**src/rtl/tcld_pkg.sv**
```systemverilog
// Package: shared constants and types for the tile cache directory.
`timescale 1ns / 1ps
package tcld_pkg;
  localparam int unsigned EntriesDef = 64;
  localparam int unsigned XW = 32;
  localparam int unsigned ZW = 5;
  localparam int unsigned IdxOutW = 6;
  localparam logic [31:0] StampMax = 32'hFFFFFFFF;

  typedef enum logic {
    OP_LOOKUP  = 1'b0,
    OP_INSTALL = 1'b1
  } op_e;

  // One request as it travels from front to back.
  typedef struct packed {
    op_e             op;
    logic [XW-1:0]   x;
    logic [XW-1:0]   y;
    logic [ZW-1:0]   z;
  } req_t;
endpackage

```
**src/rtl/tcld_front.sv**
```systemverilog
// Front end: accepts requests and buffers them in a two-entry queue.
`timescale 1ns / 1ps
module tcld_front import tcld_pkg::*; (
  input  logic          clk_i,
  input  logic          rst_ni,
  input  logic          in_valid_i,
  output logic          in_ready_o,
  input  req_t          in_req_i,
  output logic          q_valid_o,
  input  logic          q_ready_i,
  output req_t          q_req_o
);
  req_t mem_q [2];
  logic wp_q, rp_q;
  logic [1:0] cnt_q;
  logic push, pop;

  assign in_ready_o = (cnt_q != 2'd2);
  assign q_valid_o  = (cnt_q != 2'd0);
  assign q_req_o    = mem_q[rp_q];
  assign push = in_valid_i && in_ready_o;
  assign pop  = q_valid_o && q_ready_i;

  // Queue storage
  always_ff @(posedge clk_i) begin
    if (push) mem_q[wp_q] <= in_req_i;
  end

  // Queue pointers and fill count
  always_ff @(posedge clk_i or negedge rst_ni) begin
    if (!rst_ni) begin
      wp_q <= 1'b0;
      rp_q <= 1'b0;
      cnt_q <= 2'd0;
    end else begin
      if (push) wp_q <= ~wp_q;
      if (pop) rp_q <= ~rp_q;
      cnt_q <= cnt_q + {1'b0, push} - {1'b0, pop};
    end
  end

`ifndef SYNTHESIS
  a_no_over: assert property (@(posedge clk_i) disable iff (!rst_ni)
    cnt_q == 2'd2 |-> !in_ready_o) else $error("queue overflow");
  a_cnt_rng: assert property (@(posedge clk_i) disable iff (!rst_ni)
    cnt_q != 2'd3) else $error("bad count");
  a_pop_ok: assert property (@(posedge clk_i) disable iff (!rst_ni)
    pop |-> cnt_q != 2'd0) else $error("pop from empty");
`endif
endmodule

```
**config.mk**
```make
export PLATFORM = sky130hd
export DESIGN_NAME = tcld_front
export DESIGN_NICKNAME = d
export VERILOG_FILES = /design/src/rtl/tcld_pkg.sv /design/src/rtl/tcld_front.sv
export SDC_FILE = /design/constraint.sdc
export NUM_CORES = 1
export LEC_CHECK = 0
export ABC_CLOCK_PERIOD_IN_PS = 12400
export BUFFER_PORTS_ARGS = -buffer_cell sky130_fd_sc_hd__buf_2
export CORE_MARGIN = 2
export CORE_UTILIZATION = 53
export CTS_BUF_LIST = sky130_fd_sc_hd__clkbuf_4 sky130_fd_sc_hd__clkbuf_8 sky130_fd_sc_hd__clkbuf_16
export DETAILED_ROUTE_END_ITERATION = 8
export GPL_TIMING_DRIVEN = 0
export HOLD_SLACK_MARGIN = 0.02
export PLACE_DENSITY = 0.88
export SETUP_SLACK_MARGIN = 0.1
export SYNTH_ARGS = -nofsm -noshare
export SYNTH_HDL_FRONTEND = slang
export SYNTH_SLANG_ARGS = --single-unit
```
**constraint.sdc**
```tcl
create_clock -name clk_i -period 12.4 [get_ports clk_i]
set_input_delay 0.62 -clock clk_i [delete_from_list [all_inputs] [get_ports clk_i]]
set_output_delay 0.62 -clock clk_i [all_outputs]
set_load 0.1 [all_outputs]
```
==> results of run 1 <==
## per-layer routing
metal | part of all wire | up-vias
met5 | 0 | -
met4 | 0.022 | 0
met3 | 0.068 | 14
met2 | 0.53 | 100
met1 | 0.38 | 1314
li1 | - | 1271
## worst min path at each step
stage,endpoint,slack (ns),cells after the start
3_5_place_dp,rp_q,0.44,1
2_1_floorplan,cnt_q[0],0.32,0
3_3_place_gp,cnt_q[0],0.43,1
6_report,mem_q[0][21],0.30,1
5_1_grt,mem_q[1][38],0.27,1
4_1_cts,mem_q[0][21],0.28,1
## logic make-up (layout without fill, tap and decap cells)
group,Yosys count,after routing
buffers and inverters,9,190
adder cells (fa/ha/maj),2,2
AND/OR/NAND/NOR,6,6
flip-flops,144,144
multiplexers,70,70
XOR/XNOR,4,4
## final cells by class
type | instances | area share
Buffer | 8 | 0.0208
Clock buffer | 20 | 0.0601
Clock inverter | 12 | 0.0327
Inverter | 1 | 0.000516
Multi-Input combinational cell | 82 | 0.159
Sequential cell | 144 | 0.592
Tap cell | 136 | 0.0234
Timing Repair Buffer | 149 | 0.112
## sequential cells by signal, summed over array words and instances, names as in the netlist
register,count
mem_q,140
wp_q,1
cnt_q,2
rp_q,1
## per-stage QoR
stage | util | cell area (um2) | setup slack [ns]
global placement | 0.632 | 6500 | 6.68
floorplan | - | 5600 | 7.54
CTS | 0.707 | 7270 | 9.90
global route | 0.707 | 7270 | 9.87
detailed placement | 0.641 | 6590 | 10.17
finish | 0.707 | 7270 | 9.94
## synth_stat cells
| cell | number |
|---|---|
| nand2b_1 | 1 |
| inv_1 | 1 |
| and3_1 | 1 |
| buf_6 | 1 |
| nor2_1 | 1 |
| xnor2_1 | 3 |
| or2_1 | 1 |
| mux2_4 | 69 |
| xor2_1 | 1 |
| mux2_2 | 1 |
| buf_12 | 7 |
| ha_1 | 2 |
| dfrtp_1 | 4 |
| nand2_1 | 1 |
| edfxtp_1 | 140 |
| and2_4 | 1 |
## worst max-delay path, delay by kind of cell (launching register included)
| kind | cells | cell delay [ns] |
|---|---|---|
| multiplexers | 1 | 0.19 |
| flip-flops | 1 | 0.37 |
| buffers and inverters | 3 | 0.77 |
## repair_timing
action,4_1_cts,5_1_grt
buffers inserted,0,0
hold endpoints to repair,4,0
hold buffers,1,0
==> metrics.yaml, run 1 <==
worst_pin_slew_ns: 0.680
nets: 479
max-slew-margin-rel: 0.546
rsz0062_at_grt: "false"
ys_seq_area_frac: 0.768
yosys-mux-area-fraction: 0.187
fp-row-count: 37
grt_busiest_layer: "met2"
r2r_start: "cnt_q[0]"
drt_wl_total_um: 9130
post_drt_wl_per_cell_um: 16.5
final_common_cell: "buf_2"
setup_viol: 0
firstDrtPassIters: 4
synth_top_family_by_area: "multiplexers"
ys_ff_latch: 144
grt_pass1_wl_um: 14200
grt_pass1_vias: 2909
cp_cell_sequence: "buf_6 -> buf_12 -> mux2_4 -> buf_2"
grt_usage: 0.171
die_x_um: 107
placed_cells: 519
hold_viol: 0
vias_per_cell: 4.89
hp-start: "in_req_i[21]"
core_um2: 10300
clk_latency_ns: 0.50
diodes: 0
grt-ovfl-total: 0
crit_path_top_delay_cell: "buf_2"
critical_path_class: "register to output pin"
dieArea_um2: 11400
fin_crit_sh: 0.199
gp_congestion: 0.676
crit_path_end_kind: "output pin"
syn2layout_area_growth_pct: 29.8
numPortBuffers: 145
r2r_cells: 5
gr-usage-met3: 0.0699
register_area_um2: 4300
dp_hpwl_um: 6330
cts_sinks: 144
startpoint: "rp_q"
fillCellCount: 678
regToRegEndpoint: "mem_q[0][39]"
grt_util_met2: 0.295
synth_compound_gate_area_share: 0
met1_usage: 0.183
path_clk_slew_ns: 0.06
timing.max_cap.violations: 0
postSynthAreaPerCell_um2: 23.8
clk_path_buf_depth: 2
syn_area_um2: 5600
rrSetupSlack_ns: 10.37
skew_ns: 0.00650
start_kind: "register"
grt_start_max_net_pins: 49
hold_path_class: "input pin to register"
cts-resized-gates: 0
start_util: 0.545
cpPeakStageDelay_ns: 0.43
final-max-slew-violation-count: 0
final_cell_mix: "buf_2, edfxtp_1, mux2_4, clkbuf_16, buf_12"
synth_fa_ha_area_frac: 0.00447
layout-drive-gt1-share: 0.620
multi_input_area_um2: 1150
synth.distinct_cells: 16
fmax_mhz: 406
antenna_left: 0
period_needed_ns: 2.46
drtIter0Drc: 97
drc: 0
num_vias: 2699
required_ns: 11.78
cts_root_buf: "clkbuf_8"
ys.warnings.count: 0
finalSetupTns_ns: 0
synth_area_leaders: "edfxtp_1, mux2_4, buf_12"
critPathArrivalTime_ns: 1.84
synth_xor_area_frac: 0.00625
status: "finished, final reports clean"
yosys.area_share.simple: 0.00625
fin_cells: 552
endpoint: "q_req_o[11]"
synth_top_area_cell: "edfxtp_1"
cts_made_buffers: 17
ios: 146
h-tree-depth: 4
synth_top_area_share: 0.751
whs_ns: 0.304
die_y_um: 107
crit_path_max_fanout: 10
cts_tree: "built"
antenna_found_initial: 0
syn-num-nets: 311
syn_inst: 235
Power of run 1 is left out: the tool's default activity adds up to more than one toggle a clock period on the data nets, which glitch-free logic cannot reach.
==> inputs of run 2 (changes only) <==
--- a/config.mk
+++ b/config.mk
@@ -5,15 +5,15 @@
 export SDC_FILE = /design/constraint.sdc
 export NUM_CORES = 1
 export LEC_CHECK = 0
-export ABC_CLOCK_PERIOD_IN_PS = 12400
+export ABC_CLOCK_PERIOD_IN_PS = 2140
 export BUFFER_PORTS_ARGS = -buffer_cell sky130_fd_sc_hd__buf_2
 export CORE_MARGIN = 2
-export CORE_UTILIZATION = 53
+export CORE_UTILIZATION = 47
 export CTS_BUF_LIST = sky130_fd_sc_hd__clkbuf_4 sky130_fd_sc_hd__clkbuf_8 sky130_fd_sc_hd__clkbuf_16
 export DETAILED_ROUTE_END_ITERATION = 8
 export GPL_TIMING_DRIVEN = 0
 export HOLD_SLACK_MARGIN = 0.02
-export PLACE_DENSITY = 0.88
+export PLACE_DENSITY = 0.83
 export SETUP_SLACK_MARGIN = 0.1
 export SYNTH_ARGS = -nofsm -noshare
 export SYNTH_HDL_FRONTEND = slang
==> constraint.sdc (replaced) <==
create_clock -name clk_i -period 2.14 [get_ports clk_i]
set_input_delay 0.107 -clock clk_i [delete_from_list [all_inputs] [get_ports clk_i]]
set_output_delay 0.107 -clock clk_i [all_outputs]
set_load 0.1 [all_outputs]
==> run 2 against run 1 <==
The run now ends with DRC left. Flip-flop and latch count did not move. Clock skew grew 0.0020 ns. Die area increased by 12%. Global-route usage up 0.71 points. Non-clock buffer count rose by 73. Via count increased by 12%. Critical path depth stayed put. Register-to-register slack worse by 10 ns. Sequential share of layout area down 5.1 points. Highest routed layer unchanged.
==> metrics.yaml, run 2 (synthesis gave the netlist of run 1 again) <==
post_drt_wl_per_cell_um: 17.3
dp_hpwl_um: 6650
worst_pin_slew_ns: 0.784
grt_pass1_vias: 3291
grt_busiest_layer: "met2"
numPortBuffers: 145
fin_crit_sh: 0.876
firstDrtPassIters: 6
post_cts_buffers: 0
fin_ws_ns: 0.266
multi_input_area_um2: 1180
final_common_cell: "buf_2"
grt_usage: 0.178
crit_path_max_fanout: 10
hold_path_class: "input pin to register"
largest_reg_flops: 140
post-place-ws_ns: 0.0228
fp-row-count: 39
cts-resized-gates: 0
cts_tree: "built"
antenna_left: 0
timing.max_cap.violations: 0
core_um2: 11500
drtIter0Drc: 186
start_util: 0.486
cts_sinks: 144
gp_congestion: 0.681
setup_viol: 0
grt_pass1_wl_um: 16700
post_dp_cell_area_um2: 6610
drt_wl_total_um: 10900
nets: 553
period_needed_ns: 1.87
max-slew-margin-rel: 0.477
grt-ovfl-total: 0
gr-usage-met3: 0.0568
grt_util_met2: 0.331
vias_per_cell: 4.79
fillCellCount: 747
grt_start_max_net_pins: 59
cts_root_buf: "clkbuf_16"
met1_usage: 0.184
hold_viol: 0
ios: 146
cts_made_buffers: 17
dieArea_um2: 12800
die_x_um: 113
fin_area_um2: 7950
final-max-slew-violation-count: 0
whs_ns: 0.422
register_area_um2: 4300
syn2layout_area_growth_pct: 42.0
drc: 12
die_y_um: 113
clk_latency_ns: 0.41
skew_ns: 0.00846
regMostFlops: "mem_q"
final_cell_mix: "buf_2, edfxtp_1, dlygate4sd3_1, mux2_4, clkbuf_16"
start_kind: "register"
required_ns: 2.03
critPathArrivalTime_ns: 1.77
path_clk_slew_ns: 0.06
h-tree-depth: 4
fin_util: 0.691
antenna_found_initial: 0
reg_top3: "mem_q x140, cnt_q x2"
fmax_mhz: 534
rsz0062_at_grt: "false"
violations: "DRC"
num_vias: 3027
status: "complete, but fails checks"
clk_path_buf_depth: 2
layout-drive-gt1-share: 0.530
crit_path_end_kind: "output pin"
critical_path_class: "register to output pin"
diodes: 0
## run 2: cell types whose count changed in the layout (fill, tap and decap cells not counted), moves of 2 or more
cell	delta
bufinv_16	-3
clkbuf_4	-3
clkinv_2	+3
clkinvlp_4	+2
dlygate4sd3_1	+73
## run 2: metal layers
metal | vias up | wire, um
met5 | - | 0
met4 | 0 | 235
met3 | 22 | 690
met2 | 112 | 6030
met1 | 1478 | 3980
li1 | 1415 | -
## run 2: cell type report
class | count | share of cell area
timing repair buffer | 222 | 0.194
tap | 143 | 0.0225
inverter | 1 | 0.000472
sequential | 144 | 0.541
buffer | 8 | 0.0190
clock inverter | 14 | 0.0217
clock buffer | 17 | 0.0535
multi-input combinational | 83 | 0.148
## run 2: what timing repair did
| action | in CTS | in global routing |
|---|---|---|
| setup endpoints to repair | 19 | 0 |
| hold endpoints to repair | 146 | 0 |
| hold buffers | 74 | 0 |
## run 2: critical path, cell delays in order, from the launching register on
cell,delay (ns)
dfrtp_1,0.34
buf_6,0.22
buf_12,0.18
mux2_4,0.31
buf_2,0.29
## run 2: final timing paths
path | startpoint | endpoint | slack [ns] | depth (start not counted)
min in group asynchronous | rst_ni | cnt_q[1] | 0.60 | 3
setup reg to reg | cnt_q[1] | mem_q[0][33] | 0.29 | 5
max in group asynchronous | rst_ni | cnt_q[0] | 1.37 | 3
hold / removal | in_req_i[29] | mem_q[1][29] | 0.42 | 2
setup / recovery | rp_q | q_req_o[50] | 0.27 | 4
hold reg to reg | cnt_q[0] | cnt_q[0] | 0.56 | 1
## run 2: stage by stage
step,setup TNS (ns),std cells
floorplan,-9.57,235
global placement,-44.16,523
detailed placement,0,526
CTS,0,632
global route,0,632
finish,0,632
Power of run 2 is left out for the same reason.
